<file path="config.mk">
export PLATFORM = sky130hd
export DESIGN_NAME = xxtea_block_cipher
export DESIGN_NICKNAME = d
export VERILOG_FILES = /design/src/rtl/core/xxtea_pkg.sv /design/src/rtl/core/xxtea_ram.sv /design/src/rtl/core/xxtea_block_cipher.sv
export VERILOG_INCLUDE_DIRS = /design/src /design/src/rtl/core
export SDC_FILE = /design/constraint.sdc
export NUM_CORES = 2
export LEC_CHECK = 0
export BUFFER_PORTS_ARGS = -buffer_cell sky130_fd_sc_hd__clkbuf_2
export CAP_MARGIN = 25
export CORE_ASPECT_RATIO = 1.1
export CORE_MARGIN = 5
export CORE_UTILIZATION = 45
export CTS_BUF_LIST = sky130_fd_sc_hd__clkbuf_8
export CTS_CLUSTER_DIAMETER = 100
export DETAILED_ROUTE_END_ITERATION = 8
export PLACE_DENSITY = 0.64
export SYNTH_ARGS = -nofsm -noshare
export SYNTH_HDL_FRONTEND = slang
export SYNTH_SLANG_ARGS = --single-unit
</file>
<file path="constraint.sdc">
create_clock -name clk -period 25.6 [get_ports clk]
set_input_delay 2.56 -clock clk [delete_from_list [all_inputs] [get_ports clk]]
set_output_delay 2.56 -clock clk [all_outputs]
set_load 0.01 [all_outputs]
</file>
<file path="src/rtl/core/xxtea_block_cipher_macros.svh">
// ----------------------------------------------------------------------------
// XXTEA block cipher assertion macros
// Shared concurrent assertion wrappers, clocked on clk, disabled in reset.
// ----------------------------------------------------------------------------
`ifndef XXTEA_BLOCK_CIPHER_MACROS_SVH
`define XXTEA_BLOCK_CIPHER_MACROS_SVH

`ifndef ASSERT_OFF
`define XXTEA_ASSERT(lbl, cond, msg) \
	lbl: assert property (@(posedge clk) disable iff (!arst_n) (cond)) else $error(msg);
`define XXTEA_ASSERT_IMP(lbl, ante, cons, msg) \
	lbl: assert property (@(posedge clk) disable iff (!arst_n) (ante) |-> (cons)) else $error(msg);
`else
`define XXTEA_ASSERT(lbl, cond, msg)
`define XXTEA_ASSERT_IMP(lbl, ante, cons, msg)
`endif

`endif

</file>
<file path="src/rtl/core/xxtea_pkg.sv">
// ----------------------------------------------------------------------------
// XXTEA package
// Register indexes, cipher constants, round table and the mixing function.
// ----------------------------------------------------------------------------
package xxtea_pkg;

	typedef logic [31:0] word_t;
	typedef logic [2:0]  reg_idx_t;
	typedef logic [5:0]  rounds_t;

	localparam reg_idx_t REG_KEY0 = 3'd0;
	localparam reg_idx_t REG_KEY1 = 3'd1;
	localparam reg_idx_t REG_KEY2 = 3'd2;
	localparam reg_idx_t REG_KEY3 = 3'd3;
	localparam reg_idx_t REG_MODE = 3'd4;

	localparam word_t DELTA = 32'h9e37_79b9;

	// 6 + 52/n for block sizes up to 127 words
	function automatic rounds_t rounds_for(input logic [6:0] n);
		rounds_t r;
		if (n <= 7'd1)
			r = 6'd58;
		else if (n == 7'd2)
			r = 6'd32;
		else if (n == 7'd3)
			r = 6'd23;
		else if (n == 7'd4)
			r = 6'd19;
		else if (n == 7'd5)
			r = 6'd16;
		else if (n == 7'd6)
			r = 6'd14;
		else if (n == 7'd7)
			r = 6'd13;
		else if (n == 7'd8)
			r = 6'd12;
		else if (n <= 7'd10)
			r = 6'd11;
		else if (n <= 7'd13)
			r = 6'd10;
		else if (n <= 7'd17)
			r = 6'd9;
		else if (n <= 7'd26)
			r = 6'd8;
		else if (n <= 7'd52)
			r = 6'd7;
		else
			r = 6'd6;
		return r;
	endfunction

	function automatic word_t mix(input word_t y, input word_t z, input word_t sum,
		input word_t key);
		word_t a;
		word_t b;
		word_t c;
		word_t d;
		a = (z >> 5) ^ (y << 2);
		b = (y >> 3) ^ (z << 4);
		c = sum ^ y;
		d = key ^ z;
		return (a + b) ^ (c + d);
	endfunction

endpackage

</file>
<file path="src/rtl/core/xxtea_ram.sv">
// ----------------------------------------------------------------------------
// XXTEA word RAM
// Simple dual-port RAM, one write port, one read port with registered data.
// ----------------------------------------------------------------------------
module xxtea_ram #(
	parameter int WIDTH = 32,
	parameter int DEPTH = 16
) (
	input  logic                     clk,
	input  logic                     we,
	input  logic [$clog2(DEPTH)-1:0] waddr,
	input  logic [WIDTH-1:0]         wdata,
	input  logic [$clog2(DEPTH)-1:0] raddr,
	output logic [WIDTH-1:0]         rdata
);

	logic [WIDTH-1:0] mem_q [DEPTH];

	always_ff @(posedge clk) begin
		if (we)
			mem_q[waddr] <= wdata;
		rdata <= mem_q[raddr];
	end

endmodule

</file>
<file path="src/rtl/core/xxtea_block_cipher.sv">
// Words load in idle, the only state taking input; S_RD_Z, S_RD_C, S_RD_F
// then precede R*n word updates in S_RUN (R = 6 + 52/n), one word update per
// cycle through the single RAM read port and write port. Each word is emitted
// by a RAM read (S_ER, held on a stalled output) and an output register load
// (S_EL). A one-word block skips the rounds. Reset clears control state and
// keys; the word RAM is undefined until loaded and needs no clearing pass.
// ----------------------------------------------------------------------------
// XXTEA block cipher
// Loads a block word by word, runs the corrected block TEA rounds in place
// in a word RAM, and streams the processed words out.
// ----------------------------------------------------------------------------
`include "xxtea_block_cipher_macros.svh"

module xxtea_block_cipher #(
	parameter int MAX_WORDS = 16
) (
	input  logic                      clk,
	input  logic                      arst_n,
	// config write channel
	input  logic                      cfg_valid,
	output logic                      cfg_ready,
	input  xxtea_pkg::reg_idx_t       cfg_index,
	input  xxtea_pkg::word_t          cfg_data,
	// input item stream
	input  logic                      s_tvalid,
	output logic                      s_tready,
	input  logic [31:0]               s_tdata,   // [31:0] data_word
	input  logic                      s_tlast,   // last_word
	// result item stream
	output logic                      m_tvalid,
	input  logic                      m_tready,
	output logic [31:0]               m_tdata,   // [31:0] result_word
	output logic                      m_tlast,   // result_last
	output logic                      m_tuser    // [0] overflow
);

	import xxtea_pkg::*;

	localparam int AW = $clog2(MAX_WORDS);
	localparam int CW = $clog2(MAX_WORDS + 1);

	localparam logic [2:0] S_IDLE  = 3'd0;
	localparam logic [2:0] S_RD_Z  = 3'd1;
	localparam logic [2:0] S_RD_C  = 3'd2;
	localparam logic [2:0] S_RD_F  = 3'd3;
	localparam logic [2:0] S_RUN   = 3'd4;
	localparam logic [2:0] S_ER    = 3'd5;
	localparam logic [2:0] S_EL    = 3'd6;

	logic [2:0]    state_q;
	word_t         key_q [4];
	logic          dec_q;
	logic [CW-1:0] count_q;
	logic          ovf_q;
	rounds_t       rounds_q;
	word_t         sum_q;
	word_t         z_q;
	word_t         cur_q;
	logic [AW-1:0] p_q;
	logic [AW-1:0] ra_q;
	logic          fwd_q;
	word_t         fwd_data_q;
	logic          m_tvalid_q;
	word_t         m_tdata_q;
	logic          m_tlast_q;
	logic          m_tuser_q;

	logic          ram_we;
	logic [AW-1:0] ram_waddr;
	word_t         ram_wdata;
	logic [AW-1:0] ram_raddr;
	word_t         ram_rdata;
	word_t         rdx;
	word_t         key_cur;
	word_t         mix_val;
	word_t         v_new;
	logic [AW-1:0] last_idx;
	logic [AW-1:0] ra_next;
	logic [AW-1:0] p_next;
	logic          round_end;
	logic          full;
	logic          in_acc;
	logic [CW-1:0] count_next;

	assign cfg_ready = 1'b1;
	assign s_tready  = (state_q == S_IDLE);
	assign in_acc    = s_tvalid && s_tready;
	assign m_tvalid  = m_tvalid_q;
	assign m_tdata   = m_tdata_q;
	assign m_tlast   = m_tlast_q;
	assign m_tuser   = m_tuser_q;

	assign last_idx   = AW'(count_q - CW'(1));
	assign full       = (count_q == CW'(MAX_WORDS));
	assign count_next = full ? count_q : count_q + CW'(1);
	assign rdx        = fwd_q ? fwd_data_q : ram_rdata;

	always_comb begin
		unique case (2'(p_q) ^ sum_q[3:2])
			2'd0:    key_cur = key_q[0];
			2'd1:    key_cur = key_q[1];
			2'd2:    key_cur = key_q[2];
			default: key_cur = key_q[3];
		endcase
	end

	always_comb begin
		if (dec_q) begin
			mix_val = mix(z_q, rdx, sum_q, key_cur);
			v_new   = cur_q - mix_val;
		end else begin
			mix_val = mix(rdx, z_q, sum_q, key_cur);
			v_new   = cur_q + mix_val;
		end
	end

	always_comb begin
		if (dec_q) begin
			ra_next   = (ra_q == '0) ? last_idx : ra_q - AW'(1);
			p_next    = (p_q == '0) ? last_idx : p_q - AW'(1);
			round_end = (p_q == '0);
		end else begin
			ra_next   = (ra_q == last_idx) ? '0 : ra_q + AW'(1);
			p_next    = (p_q == last_idx) ? '0 : p_q + AW'(1);
			round_end = (p_q == last_idx);
		end
	end

	always_comb begin
		ram_we    = 1'b0;
		ram_waddr = p_q;
		ram_wdata = v_new;
		if (state_q == S_IDLE && in_acc && !full) begin
			ram_we    = 1'b1;
			ram_waddr = count_q[AW-1:0];
			ram_wdata = s_tdata;
		end else if (state_q == S_RUN) begin
			ram_we = 1'b1;
		end
	end

	always_comb begin
		unique case (state_q)
			S_RD_Z:         ram_raddr = dec_q ? '0 : last_idx;
			S_RD_C:         ram_raddr = dec_q ? last_idx : '0;
			S_RD_F, S_RUN:  ram_raddr = ra_q;
			default:        ram_raddr = p_q;
		endcase
	end

	xxtea_ram #(
		.WIDTH (32),
		.DEPTH (MAX_WORDS)
	) u_ram (
		.clk   (clk),
		.we    (ram_we),
		.waddr (ram_waddr),
		.wdata (ram_wdata),
		.raddr (ram_raddr),
		.rdata (ram_rdata)
	);

	always_ff @(posedge clk or negedge arst_n) begin
		if (!arst_n) begin
			key_q[0] <= '0;
			key_q[1] <= '0;
			key_q[2] <= '0;
			key_q[3] <= '0;
			dec_q    <= 1'b0;
		end else if (cfg_valid && cfg_ready) begin
			unique case (cfg_index)
				REG_KEY0: key_q[0] <= cfg_data;
				REG_KEY1: key_q[1] <= cfg_data;
				REG_KEY2: key_q[2] <= cfg_data;
				REG_KEY3: key_q[3] <= cfg_data;
				REG_MODE: dec_q    <= cfg_data[0];
				default:  ;
			endcase
		end
	end

	always_ff @(posedge clk) begin
		fwd_data_q <= ram_wdata;
	end

	always_ff @(posedge clk or negedge arst_n) begin
		if (!arst_n) begin
			state_q    <= S_IDLE;
			count_q    <= '0;
			ovf_q      <= 1'b0;
			rounds_q   <= '0;
			sum_q      <= '0;
			z_q        <= '0;
			cur_q      <= '0;
			p_q        <= '0;
			ra_q       <= '0;
			fwd_q      <= 1'b0;
			m_tvalid_q <= 1'b0;
			m_tdata_q  <= '0;
			m_tlast_q  <= 1'b0;
			m_tuser_q  <= 1'b0;
		end else begin
			fwd_q <= ram_we && (ram_waddr == ram_raddr);
			if (m_tvalid_q && m_tready)
				m_tvalid_q <= 1'b0;
			unique case (state_q)
				S_IDLE: begin
					if (in_acc) begin
						count_q <= count_next;
						if (full)
							ovf_q <= 1'b1;
						if (s_tlast) begin
							p_q     <= '0;
							state_q <= (count_next == CW'(1)) ? S_ER : S_RD_Z;
						end
					end
				end
				S_RD_Z: begin
					rounds_q <= rounds_for(7'(count_q));
					state_q  <= S_RD_C;
				end
				S_RD_C: begin
					z_q     <= rdx;
					sum_q   <= dec_q ? 32'(32'(rounds_q) * DELTA) : DELTA;
					p_q     <= dec_q ? last_idx : '0;
					ra_q    <= dec_q ? last_idx - AW'(1) : AW'(1);
					state_q <= S_RD_F;
				end
				S_RD_F: begin
					cur_q   <= rdx;
					ra_q    <= ra_next;
					state_q <= S_RUN;
				end
				S_RUN: begin
					z_q   <= v_new;
					cur_q <= rdx;
					ra_q  <= ra_next;
					if (round_end && rounds_q == 6'd1) begin
						p_q     <= '0;
						state_q <= S_ER;
					end else begin
						p_q <= p_next;
					end
					if (round_end) begin
						sum_q    <= dec_q ? sum_q - DELTA : sum_q + DELTA;
						rounds_q <= rounds_q - 6'd1;
					end
				end
				S_ER: begin
					if (!m_tvalid_q || m_tready)
						state_q <= S_EL;
				end
				S_EL: begin
					m_tvalid_q <= 1'b1;
					m_tdata_q  <= rdx;
					m_tlast_q  <= (p_q == last_idx);
					m_tuser_q  <= ovf_q;
					if (p_q == last_idx) begin
						count_q <= '0;
						ovf_q   <= 1'b0;
						state_q <= S_IDLE;
					end else begin
						p_q     <= p_q + AW'(1);
						state_q <= S_ER;
					end
				end
				default: state_q <= S_IDLE;
			endcase
		end
	end

	`XXTEA_ASSERT(a_count_bound, count_q <= CW'(MAX_WORDS), "word count above capacity")
	`XXTEA_ASSERT_IMP(a_run_size, state_q == S_RUN, count_q >= CW'(2), "rounds on short block")
	`XXTEA_ASSERT_IMP(a_out_free, state_q == S_EL, !m_tvalid_q, "output register overwritten")

endmodule
</file>
# Word-level counts from Yosys, hierarchy flattened
# Memory sizes are Yosys's and may differ from the RTL's. A register that Yosys moved wholly into a read port is not among the register bits.
# Cells that the tools add are included.
# word_totals
regBits	316
mem_bits_rw	512
n_memories	1
out_inout_bits	37
word_cells	181
# classes
reduce_logical	32
add_sub_neg	16
bitwise_logic	11
n_mux	62
n_mul	1
n_eq_ne	33
magnitude_cmp	5
# memory_table
memory	depth	word_bits	rd	rd_clocked_by_memory_dff	write_ports	line_no	rtl
u_ram.mem_q	16	32	1	1	1	xxtea_ram.sv:17	logic [WIDTH-1:0] mem_q [DEPTH];
# op_table
cell	n
32-bit 2-to-1 mux	6
32-bit bitwise XOR	6
32-bit adder	5
32-bit one-hot mux with 2 select lines	2
32-bit one-hot mux with 3 select lines	1
4-bit 2-to-1 mux	21
27-bit by 32-bit bitwise XOR with 32-bit output	2
29-bit by 32-bit bitwise XOR with 32-bit output	2
32-bit adder (second input constant)	1
6-bit by 32-bit multiplier with 32-bit output (second input constant)	1
32-bit subtractor	1
32-bit subtractor (second input constant)	1
5-bit 2-to-1 mux	6
3-bit one-hot mux with 7 select lines	1
5-bit by 3-bit == test with 1-bit output (second input constant)	4
3-bit 2-to-1 mux	6
6-bit 2-to-1 mux	3
4-bit one-hot mux with 4 select lines	1
4-bit by 1-bit subtractor with 4-bit output (second input constant)	4
2-bit AND reduction	7
3-bit by 2-bit == test with 1-bit output (second input constant)	4
3-bit == test (second input constant)	4
4-bit == test	3
4-bit one-hot mux with 3 select lines	1
33 further kinds	67

# Depth between registers and ports, before layout
# depth
depth_word	14
ltp_mapped	34
ltp_nobuf	32

# By module
# From an unflattened synthesis, not the netlist that was laid out.
# hier_totals
cells_unflattened	4013
hier_area_um2	48408.9
# modules_own_cells
module	instances	area_each_um2	cells_each
xxtea_block_cipher	1	28573.7	3175
xxtea_ram	1	19835.3	838

# Worst setup path before layout
# OpenSTA, ideal clock, no wires.
# synth_path
path_type	register -> register
from	register fwd_q
to	memory u_ram.mem_q[0][31] (data pin)
path_stages_with_launch	31
required_time_ps	25312
arrival_ps	7766
synth_period_minus_slack_ps	8054
path_slack_ps	17546
setup_time_ps	288
path_buffers	4
path_cell_list	dfrtp_1 -> clkbuf_1 -> buf_1 -> buf_1 -> mux2i_1 -> xnor2_1 -> ha_1 -> buf_6 -> a21o_1 -> a31o_1 -> and3_4 -> or4_4 -> a21o_1 -> a211oi_2 -> nand4_2 -> or2_2 -> nor4_1 -> nand2_1 -> xnor2_1 -> o21ai_0 -> ha_1 -> nand3_1 -> inv_1 -> nand3_1 -> o41ai_1 -> o21ai_0 -> o21a_1 -> a21oi_1 -> a31oi_1 -> xnor2_1 -> o21ai_1
# synth_via
elab_chain_len	7
elab_cells_between_ends	17
classes_between	6 x add/sub; 3 x mux; 8 x bitwise
# synth_rtl
item	line_no	rtl
from (decl)	xxtea_block_cipher.sv:61	logic fwd_q;
from (signal assigned)	xxtea_block_cipher.sv:203	fwd_q <= ram_we && (ram_waddr == ram_raddr);
32-bit 2-to-1 mux (*)	xxtea_block_cipher.sv:96	assign rdx = fwd_q ? fwd_data_q : ram_rdata;
29-bit by 32-bit bitwise XOR with 32-bit output (tied with other cells)	xxtea_pkg.sv:60	b = (y >> 3) ^ (z << 4);
32-bit adder	xxtea_pkg.sv:63	return (a + b) ^ (c + d);
32-bit bitwise XOR	xxtea_pkg.sv:63	
32-bit adder or 32-bit subtractor (tied branches)	xxtea_block_cipher.sv:113, xxtea_block_cipher.sv:110	
32-bit 2-to-1 mux (*)	xxtea_block_cipher.sv:108	if (dec_q) begin
32-bit 2-to-1 mux (*)	xxtea_block_cipher.sv:133	if (state_q == S_IDLE && in_acc && !full) begin
named net ram_wdata[31]	xxtea_block_cipher.sv:70	word_t ram_wdata;
to (decl)	xxtea_ram.sv:17	
# Mark *: on every way through the listed nets, which the timed path passes. The rest lies on a longest branch.

# Final worst setup path
# layout_path
from	register p_q[0]
to	memory u_ram.mem_q[1][31] (data pin)
# layout_via
elab_chain_len	9
elab_cells_between_ends	15
classes_between	4 x add/sub; 2 x eq/ne; 3 x mux; 5 x bitwise; 1 x reduce/logical
# layout_rtl
item	line_no	rtl
from (decl)	xxtea_block_cipher.sv:59	logic [AW-1:0] p_q;
from (signal assigned)	xxtea_block_cipher.sv:225	p_q <= dec_q ? last_idx : '0;
from (signal assigned)	xxtea_block_cipher.sv:242	p_q <= p_next;
from (signal assigned)	xxtea_block_cipher.sv:263	p_q <= p_q + AW'(1);
2-bit bitwise XOR (*)	xxtea_block_cipher.sv:99	unique case (2'(p_q) ^ sum_q[3:2])
2-bit == test (tied with other cells)	xxtea_block_cipher.sv:99	
32-bit one-hot mux with 3 select lines (*)	xxtea_block_cipher.sv:99	
32-bit bitwise XOR	xxtea_pkg.sv:62	d = key ^ z;
32-bit adder	xxtea_pkg.sv:63	
32-bit bitwise XOR	xxtea_pkg.sv:63	
32-bit adder or 32-bit subtractor (tied branches)	xxtea_block_cipher.sv:113, xxtea_block_cipher.sv:110	
32-bit 2-to-1 mux (*)	xxtea_block_cipher.sv:108	
32-bit 2-to-1 mux (*)	xxtea_block_cipher.sv:133	
named net ram_wdata[31]	xxtea_block_cipher.sv:70	
# Marks and branches as above.

==> impl_metrics.tcl <==
set metrics [dict create \
    post_cts.repair.setup_buffers 0 \
    nNetsFinal 5068 \
    initial_utilization_pct 45.3 \
    finalClockSkew_ns 0.0427 \
    clock_sinks 860 \
    synthXorXnorAreaFrac_pct 8.55 \
    timing.critical_path.slowest_cell_delay_ns 0.82 \
    ys_ff_latch 860 \
    hpwl_mm 96.8 \
    ant_nets 0 \
    htree_levels 4 \
    cp.arrival_ns 10.26 \
    antenna_found_initial 6 \
    timing.slew.headroom_pct 26.0 \
    synth_compound_area_share_pct 16.0 \
    synth_warnings 0 \
    drive_gt1_share_pct 12.9 \
    crit_path_end_kind "flip-flop" \
    track_usage_pct 24.6 \
    die_area_sq_um 116000 \
    layout_min_cycle_time_ns 9.77 \
    cts_root_buf "clkbuf_8" \
    grt_pass1_vias 36000 \
    synthCells 4597 \
    slew_viol_final 0 \
    required_ns 26.09 \
    port_buffers 108 \
    tightestPinTransition_ns 1.11 \
    fin_crit_sh_pct 38.2 \
    finalHoldViolCount 0 \
    status "completed" \
    viasPerCell 5.88 \
    rsz0062_at_grt "false" \
    grt_first_pass_wirelength_mm 220 \
    path_class "flip-flop to flip-flop" \
    hold_class "flip-flop to flip-flop" \
    syn_area_sq_um 49400 \
    drc 0 \
    drtIter0Drc 3043 \
    synth_edf_count 512 \
    synth_fa_ha_area_share_pct 8.08 \
    fin_util_pct 50.1 \
    async_flop_share_pct 33.0 \
    grt-ovfl-total 0 \
    cts_made_buffers 145 \
    avgSynthCellArea_sq_um 10.7 \
    syn_nets 4966 \
    insertion_delay_ns 0.85 \
    wl_per_cell_microns 23.4 \
    dpl.cell_count 5968 \
    synth_simple_gate_area_share_pct 11.0 \
    final_cells 6238 \
    synth_top_family_by_area "compound AO/OA/AOI/OAI gates" \
    drtPass1Iterations 6 \
    slowest_stage "dfrtp_1" \
    core-area_sq_um 109000 \
    cts.hold.buffers_added 0 \
    die_w_microns 326 \
    ys_seq_area_share_pct 48.2 \
    fillCellCount 9821 \
    drv_cap 0 \
    ys.flop_type "edfxtp_1" \
    synth.distinct_cells 90 \
    rows 127 \
    path_clk_slew_ns 0.06 \
    post_cts_resize_count 0 \
    cp_max_fo 32 \
    fp.dieH_microns 357 \
    startpoint_type "flip-flop" \
    fmaxAchievable_ghz 0.102 \
    vias 36700 \
    gp_congestion 0.974 \
    wl_mm 146 \
    setup_violations 0 \
    setup_tns_ns 0 \
    synth_mux_area_share_pct 5.39 \
    io_pins 110 \
    grt_max_degree 182 \
    area_growth_pct 10.8 \
    cts_tree "done" \
    cts.path.max_buffers 3 \
]
==> synthesized netlist by cell type, types with 10 or more instances <==
cell | n | area share (%)
nand2_1 | 534 | 4.1
edfxtp_1 | 512 | 31
a21oi_1 | 344 | 3.5
xnor2_1 | 331 | 5.9
dfrtp_1 | 284 | 14
ha_1 | 258 | 6.5
nor2_1 | 256 | 1.9
clkbuf_1 | 212 | 1.6
a211oi_1 | 182 | 2.8
o21ai_0 | 170 | 1.7
and2_1 | 144 | 1.8
xor2_1 | 138 | 2.4
mux2_2 | 134 | 3.1
a21o_1 | 129 | 2.0
inv_1 | 121 | 0.92
a31oi_1 | 85 | 1.1
a311oi_1 | 67 | 1.2
dfxtp_1 | 64 | 2.6
nand3_1 | 48 | 0.49
mux2i_1 | 43 | 0.87
fa_1 | 38 | 1.5
nor3_1 | 38 | 0.39
nand2b_1 | 33 | 0.42
mux4_2 | 32 | 1.5
a221o_1 | 28 | 0.57
buf_1 | 26 | 0.20
o21bai_1 | 26 | 0.40
or3_1 | 24 | 0.30
o21a_1 | 23 | 0.35
nand4_1 | 19 | 0.24
nor2b_1 | 19 | 0.24
and3_1 | 17 | 0.22
o21ai_1 | 17 | 0.17
or2_2 | 16 | 0.20
o31ai_1 | 14 | 0.21
o22ai_1 | 12 | 0.15
nor4_1 | 10 | 0.13
==> final cells by class <==
| cell class | instances | area, sq um | area share, % |
|---|---|---|---|
| clock inverter | 97 | 591 | 1.08 |
| clock buffer | 168 | 2310 | 4.23 |
| inverter | 123 | 462 | 0.845 |
| multi-input combinational | 3374 | 24500 | 44.7 |
| sequential | 860 | 23800 | 43.5 |
| timing repair buffer | 195 | 1290 | 2.37 |
| antenna | 2 | 5.00 | 0.00916 |
| tap | 1419 | 1780 | 3.25 |
==> critical path, delay by kind of cell, from the launching register on <==
family	cells	cell delay [ns]
buffers and inverters	2	0.65
AO/OA/AOI/OAI	10	3.30
XOR/XNOR	6	1.06
adder cells (fa/ha/maj)	2	0.70
multiplexers	1	0.62
AND/OR/NAND/NOR	8	2.27
flip-flops	1	0.82
==> registers in the layout, indices dropped and copies added, names as in the netlist <==
signal and flops:
m_tlast 1, m_tdata 32, ra_q 4, fwd_q 1
z_q 32, sum_q 32, m_tuser 1, rounds_q 6
m_tvalid 1, state_q 3, dec_q 1, fwd_data_q 32
p_q 4, cur_q 32, u_ram.mem_q 512, ovf_q 1
key_q 128, count_q 5, u_ram.rdata 32
==> placed cells by master, fill, tap and decap left out, drive strengths merged, types with 129 or more instances in the layout <==
| master | n |
|---|---|
| nor2 | 256 |
| a211oi | 183 |
| nand2 | 534 |
| edfxtp | 512 |
| a21oi | 344 |
| a21o | 129 |
| dfrtp | 284 |
| xor2 | 138 |
| o21ai | 187 |
| clkbuf | 275 |
| inv | 189 |
| xnor2 | 331 |
| mux2 | 134 |
| ha | 258 |
| and2 | 144 |
==> worst paths after layout <==
path / from / to / slack [ns] / depth (start not counted)
hold reg to reg: m_tdata[5] / m_tdata[5] / 0.48 / 2
setup reg to reg: p_q[0] / u_ram.mem_q[1][31] / 15.83 / 29
hold / removal: m_tdata[5] / m_tdata[5] / 0.48 / 2
min in group asynchronous: arst_n / dec_q / 1.79 / 1
setup / recovery: p_q[0] / u_ram.mem_q[1][31] / 15.83 / 29
max in group asynchronous: arst_n / m_tlast / 21.63 / 3
==> stage by stage <==
stage | hold WS, ns | worst slack, ns | instance area, sq um
after floorplan | 0.439 | 17.55 | 49400
after global placement | 0.463 | 16.15 | 51600
after detailed placement | 0.466 | 16.06 | 51700
after CTS | 0.479 | 16.00 | 54600
after global routing | 0.498 | 15.19 | 54700
final | 0.477 | 15.83 | 54700
==> per-layer routing <==
| layer | vias up | share of wire (%) | track usage [%] |
|---|---|---|---|
| met2 | 1318 | 46 | 39.1 |
| met3 | 249 | 6.8 | 3.80 |
| li1 | 17000 | - | - |
| met1 | 18100 | 43 | 33.5 |
| met5 | - | 0 | 0 |
| met4 | 0 | 4.5 | 11.3 |
==> cells by family (layout without fill, tap and decap cells) <==
kind of cell,Yosys count,count (layout)
muxes,209,209
xor gates and xnor gates,474,474
buffers and inverters,363,583
and+or+nand+nor,1189,1189
adders and majority gates,296,296
DFF,860,860
other,1,3
AOI/OAI and AO/OA,1205,1205
Power is not shown: default switching activity piles up to over one toggle a cycle in this logic, so the estimate is an artifact.
